**config.mk**
```make
export PLATFORM = sky130hd
export DESIGN_NAME = i2c_register_transaction_sequencer_core
export DESIGN_NICKNAME = d
export VERILOG_FILES = /design/src/rtl/i2c_seq_pkg.sv /design/src/rtl/i2c_seq_ram.sv /design/src/rtl/i2c_register_transaction_sequencer_core.sv
export SDC_FILE = /design/constraint.sdc
export NUM_CORES = 2
export LEC_CHECK = 0
export BUFFER_PORTS_ARGS = -buffer_cell sky130_fd_sc_hd__buf_2
export CORE_ASPECT_RATIO = 1.2
export CORE_MARGIN = 8
export CORE_UTILIZATION = 63
export CTS_CLUSTER_DIAMETER = 30
export DETAILED_ROUTE_END_ITERATION = 8
export PLACE_DENSITY = 0.79
export SYNTH_ARGS = -nofsm -noshare
export SYNTH_HDL_FRONTEND = slang
export SYNTH_HIERARCHICAL = 1
export SYNTH_SLANG_ARGS = --single-unit
```
**constraint.sdc**
```tcl
create_clock -name clock -period 5.51 [get_ports clock]
set_input_delay 0 -clock clock [delete_from_list [all_inputs] [get_ports clock]]
set_output_delay 0 -clock clock [all_outputs]
set_load 0.02 [all_outputs]
```
**src/rtl/i2c_seq_pkg.sv**
```systemverilog
`timescale 1ns / 1ps
// ----------------------------------------------------------------------------
// i2c_seq_pkg
// Shared types and codes for the I2C register transaction sequencer: item
// actions, engine status codes, engine commands and the result record.
// ----------------------------------------------------------------------------
package i2c_seq_pkg;

   // default depth of the write byte buffer
   localparam int BUF_DEPTH_DEFAULT = 256;

   // kinds of input item
   typedef enum logic [1:0] {
      ACT_LOAD   = 2'd0,
      ACT_BEGIN  = 2'd1,
      ACT_STATUS = 2'd2
   } action_type;

   // commands issued to the byte engine
   typedef enum logic [2:0] {
      CMD_START     = 3'd0,
      CMD_SEND      = 3'd1,
      CMD_READ_ACK  = 3'd2,
      CMD_READ_NACK = 3'd3,
      CMD_STOP      = 3'd4,
      CMD_RELEASE   = 3'd5
   } cmd_type;

   // engine status codes, after masking off the low three bits
   localparam logic [7:0] STATUS_MASK     = 8'hf8;
   localparam logic [7:0] ST_START        = 8'h08;
   localparam logic [7:0] ST_RESTART      = 8'h10;
   localparam logic [7:0] ST_SLAW_ACK     = 8'h18;
   localparam logic [7:0] ST_SLAW_NACK    = 8'h20;
   localparam logic [7:0] ST_DATA_TX_ACK  = 8'h28;
   localparam logic [7:0] ST_DATA_TX_NACK = 8'h30;
   localparam logic [7:0] ST_ARB_LOST     = 8'h38;
   localparam logic [7:0] ST_SLAR_ACK     = 8'h40;
   localparam logic [7:0] ST_SLAR_NACK    = 8'h48;
   localparam logic [7:0] ST_DATA_RX_ACK  = 8'h50;
   localparam logic [7:0] ST_DATA_RX_NACK = 8'h58;

   // one result beat
   typedef struct packed {
      cmd_type    command;
      logic [7:0] tx_byte;
      logic       rx_valid;
      logic [7:0] rx_byte;
      logic       done_res;
      logic       failed;
   } result_type;

endpackage

```
**src/rtl/i2c_seq_ram.sv**
```systemverilog
`timescale 1ns / 1ps
// ----------------------------------------------------------------------------
// i2c_seq_ram
// Generic single-port-write, single-port-read RAM with registered read data.
// A read in the same cycle as a write to the same address returns old data.
// ----------------------------------------------------------------------------
module i2c_seq_ram #(
   parameter int WIDTH = 8,
   parameter int DEPTH = 256
) (
   input  logic                                          clock,
   input  logic                                          wr_en,
   input  logic [((DEPTH > 1) ? $clog2(DEPTH) : 1)-1:0]  wr_addr,
   input  logic [WIDTH-1:0]                              wr_data,
   input  logic                                          rd_en,
   input  logic [((DEPTH > 1) ? $clog2(DEPTH) : 1)-1:0]  rd_addr,
   output logic [WIDTH-1:0]                              rd_data
);

   logic [WIDTH-1:0] mem [DEPTH];
   logic [WIDTH-1:0] rd_data_ff;

   // write port
   always_ff @(posedge clock) begin
      if (wr_en) begin
         mem[wr_addr] <= wr_data;
      end
   end

   // registered read port
   always_ff @(posedge clock) begin
      if (rd_en) begin
         rd_data_ff <= mem[rd_addr];
      end
   end

   assign rd_data = rd_data_ff;

endmodule

```
**src/rtl/i2c_register_transaction_sequencer_core.sv**
```systemverilog
`timescale 1ns / 1ps
// ----------------------------------------------------------------------------
// i2c_register_transaction_sequencer_core
// Turns load, begin and engine status beats into byte engine commands for one
// register write or register read on an I2C bus.
// ----------------------------------------------------------------------------
// Takes one request beat per clock. A beat is captured in an input register,
// decided by a single pass of logic while it is held there and placed in the
// response register as it leaves, so a response passes through the input
// register and the response register, and the block sustains one beat per
// cycle while rsp_ready is high. Write bytes are held in a BUF_DEPTH-entry
// RAM; the entry to be sent is read at the edge that captures the status beat,
// so the byte is ready in the decision cycle. Load beats, status beats while
// idle, bus error and unknown codes and the unused action produce no response.
// The slave address register is written through csr_write_enable/csr_write_data
// and should only change while no transaction is in flight.
module i2c_register_transaction_sequencer_core
   import i2c_seq_pkg::*;
#(
   parameter int BUF_DEPTH = BUF_DEPTH_DEFAULT
) (
   input  logic       clock,
   input  logic       reset,
   // configuration
   input  logic       csr_write_enable,
   input  logic [6:0] csr_write_data,
   // request channel
   input  logic       req_valid,
   output logic       req_ready,
   input  logic [1:0] req_action,
   input  logic       req_read_not_write,
   input  logic [7:0] req_sub_address,
   input  logic [7:0] req_length,
   input  logic [7:0] req_status,
   input  logic [7:0] req_byte_in,
   // response channel
   output logic       rsp_valid,
   input  logic       rsp_ready,
   output logic [2:0] rsp_command,
   output logic [7:0] rsp_tx_byte,
   output logic       rsp_rx_valid,
   output logic [7:0] rsp_rx_byte,
   output logic       rsp_done_res,
   output logic       rsp_failed
);

   localparam int AddrWidth = (BUF_DEPTH > 1) ? $clog2(BUF_DEPTH) : 1;
   localparam int CntWidth  = $clog2(BUF_DEPTH + 1);
   localparam int SendWidth = (AddrWidth > 8) ? AddrWidth : 8;

   // configuration register
   logic [6:0] slave_address_ff;

   // input register
   logic       s1_valid_ff;
   logic [1:0] s1_action_ff;
   logic       s1_rnw_ff;
   logic [7:0] s1_sub_ff;
   logic [7:0] s1_len_ff;
   logic [7:0] s1_status_ff;
   logic [7:0] s1_byte_ff;

   // transaction state
   logic                busy_ff,      busy_in;
   logic                is_read_ff,   is_read_in;
   logic [7:0]          target_ff,    target_in;
   logic [7:0]          remaining_ff, remaining_in;
   logic [7:0]          send_idx_ff,  send_idx_in;
   logic [CntWidth-1:0] load_cnt_ff,  load_cnt_in;

   // buffer read side
   logic                 rd_in_range_ff;
   logic                 rd_bypass_ff;
   logic [7:0]           bypass_data_ff;
   logic [7:0]           ram_rd_data;
   logic [7:0]           buf_byte;
   logic [AddrWidth-1:0] ram_rd_addr;
   logic [SendWidth-1:0] send_ext;
   logic                 ram_we;
   logic [AddrWidth-1:0] ram_wr_addr;

   // response register
   logic       rsp_valid_ff;
   result_type rsp_ff;
   result_type res_in;
   logic       res_valid;

   // handshakes
   logic       req_fire;
   logic       s1_fire;
   logic       out_free;
   logic [7:0] st;
   logic [7:0] rem_dec;

   assign out_free  = !rsp_valid_ff || rsp_ready;
   assign s1_fire   = s1_valid_ff && (!res_valid || out_free);
   assign req_ready = !s1_valid_ff || s1_fire;
   assign req_fire  = req_valid && req_ready;

   // configuration write
   always_ff @(posedge clock) begin
      if (reset) begin
         slave_address_ff <= '0;
      end else if (csr_write_enable) begin
         slave_address_ff <= csr_write_data;
      end
   end

   // input register
   always_ff @(posedge clock) begin
      if (reset) begin
         s1_valid_ff <= 1'b0;
      end else if (req_fire) begin
         s1_valid_ff <= 1'b1;
      end else if (s1_fire) begin
         s1_valid_ff <= 1'b0;
      end
   end

   always_ff @(posedge clock) begin
      if (req_fire) begin
         s1_action_ff <= req_action;
         s1_rnw_ff    <= req_read_not_write;
         s1_sub_ff    <= req_sub_address;
         s1_len_ff    <= req_length;
         s1_status_ff <= req_status;
         s1_byte_ff   <= req_byte_in;
      end
   end

   // buffered byte, with forwarding of a load in the same cycle as the read
   assign buf_byte = !rd_in_range_ff ? 8'h00 :
                     rd_bypass_ff    ? bypass_data_ff : ram_rd_data;

   assign st      = s1_status_ff & STATUS_MASK;
   assign rem_dec = (remaining_ff != 8'h00) ? (remaining_ff - 8'h01) : 8'h00;

   // per-beat decision
   always_comb begin
      busy_in      = busy_ff;
      is_read_in   = is_read_ff;
      target_in    = target_ff;
      remaining_in = remaining_ff;
      send_idx_in  = send_idx_ff;
      load_cnt_in  = load_cnt_ff;
      ram_we       = 1'b0;
      res_valid    = 1'b0;
      res_in       = '{command: CMD_START, tx_byte: 8'h00, rx_valid: 1'b0,
                       rx_byte: 8'h00, done_res: 1'b0, failed: 1'b0};
      case (s1_action_ff)
         ACT_LOAD: begin
            if (32'(load_cnt_ff) < 32'(BUF_DEPTH)) begin
               ram_we      = s1_valid_ff;
               load_cnt_in = load_cnt_ff + 1'b1;
            end
         end
         ACT_BEGIN: begin
            busy_in        = 1'b1;
            is_read_in     = s1_rnw_ff;
            target_in      = s1_sub_ff;
            remaining_in   = s1_len_ff;
            send_idx_in    = 8'h00;
            res_valid      = 1'b1;
            res_in.command = CMD_START;
         end
         ACT_STATUS: begin
            if (busy_ff) begin
               case (st)
                  ST_START: begin
                     res_valid      = 1'b1;
                     res_in.command = CMD_SEND;
                     res_in.tx_byte = {slave_address_ff, 1'b0};
                  end
                  ST_RESTART: begin
                     res_valid      = 1'b1;
                     res_in.command = CMD_SEND;
                     res_in.tx_byte = {slave_address_ff, 1'b1};
                  end
                  ST_SLAW_ACK: begin
                     res_valid      = 1'b1;
                     res_in.command = CMD_SEND;
                     res_in.tx_byte = target_ff;
                  end
                  ST_DATA_TX_ACK: begin
                     res_valid = 1'b1;
                     if (is_read_ff) begin
                        res_in.command = CMD_START;
                     end else if (remaining_ff == 8'h00) begin
                        busy_in         = 1'b0;
                        load_cnt_in     = '0;
                        res_in.command  = CMD_STOP;
                        res_in.done_res = 1'b1;
                     end else begin
                        remaining_in   = rem_dec;
                        send_idx_in    = send_idx_ff + 8'h01;
                        res_in.command = CMD_SEND;
                        res_in.tx_byte = buf_byte;
                     end
                  end
                  ST_SLAR_ACK: begin
                     res_valid      = 1'b1;
                     res_in.command = (remaining_ff > 8'h01) ? CMD_READ_ACK : CMD_READ_NACK;
                  end
                  ST_DATA_RX_ACK: begin
                     res_valid       = 1'b1;
                     remaining_in    = rem_dec;
                     res_in.command  = (rem_dec > 8'h01) ? CMD_READ_ACK : CMD_READ_NACK;
                     res_in.rx_valid = 1'b1;
                     res_in.rx_byte  = s1_byte_ff;
                  end
                  ST_DATA_RX_NACK: begin
                     res_valid       = 1'b1;
                     busy_in         = 1'b0;
                     load_cnt_in     = '0;
                     res_in.command  = CMD_STOP;
                     res_in.rx_valid = 1'b1;
                     res_in.rx_byte  = s1_byte_ff;
                     res_in.done_res = 1'b1;
                  end
                  ST_SLAW_NACK, ST_DATA_TX_NACK, ST_SLAR_NACK: begin
                     res_valid       = 1'b1;
                     busy_in         = 1'b0;
                     load_cnt_in     = '0;
                     res_in.command  = CMD_STOP;
                     res_in.done_res = 1'b1;
                     res_in.failed   = 1'b1;
                  end
                  ST_ARB_LOST: begin
                     res_valid       = 1'b1;
                     busy_in         = 1'b0;
                     load_cnt_in     = '0;
                     res_in.command  = CMD_RELEASE;
                     res_in.done_res = 1'b1;
                     res_in.failed   = 1'b1;
                  end
                  default: begin
                     res_valid = 1'b0;
                  end
               endcase
            end
         end
         default: begin
            res_valid = 1'b0;
         end
      endcase
      if (!s1_valid_ff) begin
         res_valid = 1'b0;
      end
   end

   // transaction state update
   always_ff @(posedge clock) begin
      if (reset) begin
         busy_ff      <= 1'b0;
         is_read_ff   <= 1'b0;
         target_ff    <= '0;
         remaining_ff <= '0;
         send_idx_ff  <= '0;
         load_cnt_ff  <= '0;
      end else if (s1_fire) begin
         busy_ff      <= busy_in;
         is_read_ff   <= is_read_in;
         target_ff    <= target_in;
         remaining_ff <= remaining_in;
         send_idx_ff  <= send_idx_in;
         load_cnt_ff  <= load_cnt_in;
      end
   end

   // buffer read is launched as a beat is captured, at the index it will see
   assign send_ext    = SendWidth'(s1_fire ? send_idx_in : send_idx_ff);
   assign ram_rd_addr = send_ext[AddrWidth-1:0];
   assign ram_wr_addr = load_cnt_ff[AddrWidth-1:0];

   always_ff @(posedge clock) begin
      if (req_fire) begin
         rd_in_range_ff <= 32'(send_ext) < 32'(BUF_DEPTH);
         rd_bypass_ff   <= ram_we && s1_fire && (ram_wr_addr == ram_rd_addr);
         bypass_data_ff <= s1_byte_ff;
      end
   end

   i2c_seq_ram #(
      .WIDTH (8),
      .DEPTH (BUF_DEPTH)
   ) u_write_buffer (
      .clock   (clock),
      .wr_en   (ram_we && s1_fire),
      .wr_addr (ram_wr_addr),
      .wr_data (s1_byte_ff),
      .rd_en   (req_fire),
      .rd_addr (ram_rd_addr),
      .rd_data (ram_rd_data)
   );

   // response register
   always_ff @(posedge clock) begin
      if (reset) begin
         rsp_valid_ff <= 1'b0;
      end else if (s1_fire && res_valid) begin
         rsp_valid_ff <= 1'b1;
      end else if (rsp_ready) begin
         rsp_valid_ff <= 1'b0;
      end
   end

   always_ff @(posedge clock) begin
      if (s1_fire && res_valid) begin
         rsp_ff <= res_in;
      end
   end

   assign rsp_valid    = rsp_valid_ff;
   assign rsp_command  = rsp_ff.command;
   assign rsp_tx_byte  = rsp_ff.tx_byte;
   assign rsp_rx_valid = rsp_ff.rx_valid;
   assign rsp_rx_byte  = rsp_ff.rx_byte;
   assign rsp_done_res = rsp_ff.done_res;
   assign rsp_failed   = rsp_ff.failed;

`ifndef NO_ASSERTIONS
   // a finishing beat leaves the sequencer idle with the load pointer cleared
   a_finish_clears: assert property (@(posedge clock) disable iff (reset)
      (s1_fire && res_valid && res_in.done_res) |=> (!busy_ff && load_cnt_ff == '0))
      else $error("finishing beat did not clear busy and load pointer");

   // the load pointer never runs past the buffer
   a_load_bound: assert property (@(posedge clock) disable iff (reset)
      32'(load_cnt_ff) <= 32'(BUF_DEPTH))
      else $error("load pointer beyond buffer depth");

   // a failure always ends the transaction
   a_fail_done: assert property (@(posedge clock) disable iff (reset)
      rsp_valid_ff |-> (!rsp_ff.failed || rsp_ff.done_res))
      else $error("failed response without done");

   // received data only travels with a read or a stop command
   a_rx_cmd: assert property (@(posedge clock) disable iff (reset)
      (rsp_valid_ff && rsp_ff.rx_valid) |->
         (rsp_ff.command == CMD_READ_ACK || rsp_ff.command == CMD_READ_NACK ||
          rsp_ff.command == CMD_STOP))
      else $error("received byte with unexpected command");
`endif

endmodule

```
==> flow_summary.yaml <==
setup_path:
  r2r-start: "s1_status_ff[4]$_DFFE_PP_"
  cp-end-kind: "flip-flop"
  r2r_setup_slack_ns: -0.08
  cpLargestDelayFamily: "simple AND/OR/NAND/NOR gates"
  r2r_end: "u_write_buffer/rd_data[4]$_DFFE_PP_"
  worstPathCellList: "or3_1 > a221o_1 > buf_4 > a2111oi_2 > mux2i_4 > nor2b_1 > nand2_1 > nor2_1 > a2111oi_1 > buf_4 > nor3_1 > nor4_1"
  critical_path_arrival_ns: 6.21
  cp_slowest_cell: "mux2i_4"
  path_common_cell: "buf_4"
  worstPathMaxFanout: 9
  rr_worst_depth: 12
  critical_path_buf_inv_count: 2
  required_ns: 6.14
  max_stage_delay_ns: 0.82
  startpoint_type: "flip-flop"
  criticalPathCategory: "flip-flop to flip-flop"
timing:
  worst_pin_slew_ns: 1.29
  fmax_mhz: 179
  finalSetupViolCount: 1
  min_period_over_period_pct: 101
  relSlewSlack_pct: 13.9
  finalCriticalPeriod_ns: 5.59
  finalSetupTns_ns: -0.0764
  fin_ws_ns: -0.0764
  rsz0062_at_grt: "no"
  skew_ns: 0.0698
  slew_violations: 0
  hold_viol_final: 0
cts:
  clockRootBuffer: "clkbuf_16"
  clkTransAtPathRegs_ns: 0.06
  cts_setup_buffers: 0
  clkSinkCount: 2163
  cts_made_buffers: 311
  clockBufferDepth: 4
  insertion_delay_ns: 0.93
  cts_max_level: 5
  tritoncts: "built"
hold_path:
  hold_path_depth: 5
  hold_class: "input port to flip-flop"
  hold_end: "rsp_valid$_SDFFE_PP0P_"
  hp-start: "rsp_ready"
synth:
  synth_nets: 4223
  syn_inst: 4168
  yosysSeqAreaShare_pct: 76.3
  synth_edf_count: 2119
  synthArstFlopShare_pct: 0
  ys_ff_latch: 2163
  synth_area_per_cell_sq_um: 20.3
  ys.flop_type: "edfxtp_1"
  ys_types: 80
  ys_warn_count: 6
  synth.cell_area_sq_mm: 0.0846
final_layout:
  layout-area-overhead-vs-synth_pct: 17.0
  final_layout_size_suffix_gt1_share_pct: 26.4
  final_nets: 4631
  final_area_sq_mm: 0.0990
floorplan:
  initial_core_util_pct: 63.4
  die_y_microns: 417
  die_w_microns: 351
  die_area_sq_mm: 0.146
  io_pins: 71
  row_count: 147
  core_sq_mm: 0.134
run_status:
  violations: "negative setup slack"
  outcome: "finished, violations left"
power_and_ir_drop:
  power_leakage_nw: 30.7
  swShare_pct: 21.3
  peakVddDrop_v: 0.000349
  pwr-share-seq_pct: 46.9
  p_switching_mw: 8.32
  combPwrFrac_pct: 1.8
  p_int_mw: 30.6
  power_density_mw_per_mm2: 394
  power.share.clock_pct: 51.3
  total_power_mw: 39.0
global_route:
  gr-total-overflow: 0
  grt_max_degree: 227
  antenna_found_initial: 3
  grt_use_total_pct: 32.3
  grt_pass1_vias: 48500
  grt_pass1_wl_microns: 340000
drt:
  ant_nets: 0
  wirelength_microns: 237000
  wl_per_cell_microns: 35.9
  drc: 0
  via_per_inst: 7.20
  drtPass1Iterations: 6
  drt_iter0_drc: 7340
  num_vias: 47500
placed_design:
  place_area_sq_mm: 0.0875
  port_buffers: 67
  place_hpwl_microns: 120000
  place_ws_ns: -0.0177
  gp_congestion: 0.909
flow_run:
  max_cap_viol_count: 0
[kinds of logic after synthesis]
group	synth area share (%)
flip-flops	76.3
multiplexers	14.2
adder cells (fa/ha/maj)	0.118
XOR/XNOR	0.197
buffers and inverters	1.89
AO/OA/AOI/OAI	3.87
AND/OR/NAND/NOR	3.48
[timing repair]
item / in CTS / in global routing
resized for setup: 1 / 8
setup endpoints to repair: 1 / 6
hold buffers: 97 / 0
pin swaps: 0 / 1
endpoints found under the hold margin: 125 / 0
[power groups by stage]
stage          Combinational (mW)  Sequential (mW)  Clock (mW)
3_5_place_dp                0.599             18.6           0
6_report                    0.704             18.3        20.0
3_3_place_gp                0.564             18.6           0
2_1_floorplan               0.146             18.8           0
5_1_grt                     0.725             18.3        20.7
4_1_cts                     0.666             18.3        20.0
[flip-flops by register name (all words and copies together), names as in the netlist, 7 cells and up]
name and flops:
remaining_ff 8, target_ff 8, slave_address_ff 7, rsp_tx_byte 8, u_write_buffer/rd_data 8, load_cnt_ff 9, u_write_buffer/mem 2048, bypass_data_ff 8
rsp_rx_byte 8, s1_len_ff 8, s1_byte_ff 8, send_idx_ff 8, s1_sub_ff 8
[layout by cell type (no fill, tap or decap), types with 30 or more instances in the layout]
master	n
a21oi_1	116
a22oi_1	140
buf_12	30
buf_2	67
buf_4	155
bufinv_16	31
clkbuf_16	319
clkinvlp_4	31
dfxtp_1	44
dlygate4sd3_1	97
edfxtp_1	2119
inv_6	44
mux2i_1	157
mux4_2	454
nand2_1	63
nand3_1	43
nor2_1	332
nor2b_1	38
nor3_1	34
o221ai_1	46
[worst reg2reg max path: cells and delay by family, from the launching register on]
kind / cells / cell delay (ns)
muxes: 1 / 0.82
AOI/OAI and AO/OA: 3 / 0.98
DFF: 1 / 0.53
buffers and inverters: 2 / 0.39
and+or+nand+nor: 6 / 2.58
[layout make-up]
type	count	area, sq um
inverter	12	52.6
tap	1788	2240
fill	6592	34600
clock inverter	201	2290
multi-input combinational	1739	18700
clock buffer	347	8120
antenna	5	12.5
timing repair buffer	349	3070
sequential	2163	64500
[cells in the mapped netlist (11+ instances only)]
cell type  number  area [sq um]
a211oi_1       21           158
a21oi_1       116           581
a221oi_1       13           114
a22oi_1       141          1060
and2_1         15          93.8
buf_1          26          97.6
buf_2          35           175
buf_4          28           210
buf_6          23           259
buf_8          13           195
clkbuf_1      121           454
dfxtp_1        44           881
edfxtp_1     2119         63600
inv_1          11          41.3
mux2i_1       163          1630
mux4_2        454         10200
nand2_1        63           236
nand2b_1       19           119
nand3_1        43           215
nand4_1        12          75.1
nor2_1        336          1260
nor2b_1        42           263
nor3_1         34           170
nor4_1         27           169
o21ai_0        14          70.1
o221ai_1       46           403
o22ai_1        28           175
xnor2_1        11          96.3
[per-layer routing]
layer  vias to the layer above  GRT usage [%]  share of wire, %
met5                         -              0            0.0051
met4                         2           21.2               8.2
met3                      1082           7.94                12
met2                      4422           52.0                48
met1                     23800           39.0                32
li1                      18200              -                 -
[per-stage QoR]
step                instances  hold WS (ns)  utilization [%]
floorplan                4168        0.0989                -
global route             6599         0.229             74.1
CTS                      6600         0.144             74.1
detailed placement       5955         0.178             65.5
finish                   6604         0.226             74.1
global placement         5955         0.179             65.5
[how the worst max path moves through the flow]
stage          cells after the start                                   to  slack [ns]                      start
2_1_floorplan                      4          bypass_data_ff[0]$_DFFE_PP_        0.87  s1_status_ff[3]$_DFFE_PP_
3_5_place_dp                      14  u_write_buffer/rd_data[4]$_DFFE_PP_       -0.02  s1_status_ff[4]$_DFFE_PP_
4_1_cts                           14  u_write_buffer/rd_data[4]$_DFFE_PP_        0.16  s1_status_ff[4]$_DFFE_PP_
6_report                          12  u_write_buffer/rd_data[4]$_DFFE_PP_       -0.08  s1_status_ff[4]$_DFFE_PP_
3_3_place_gp                      14  u_write_buffer/rd_data[4]$_DFFE_PP_        0.04  s1_status_ff[4]$_DFFE_PP_
5_1_grt                           14  u_write_buffer/rd_data[1]$_DFFE_PP_        0.02  s1_status_ff[4]$_DFFE_PP_
(Power assumes the default switching activity.)
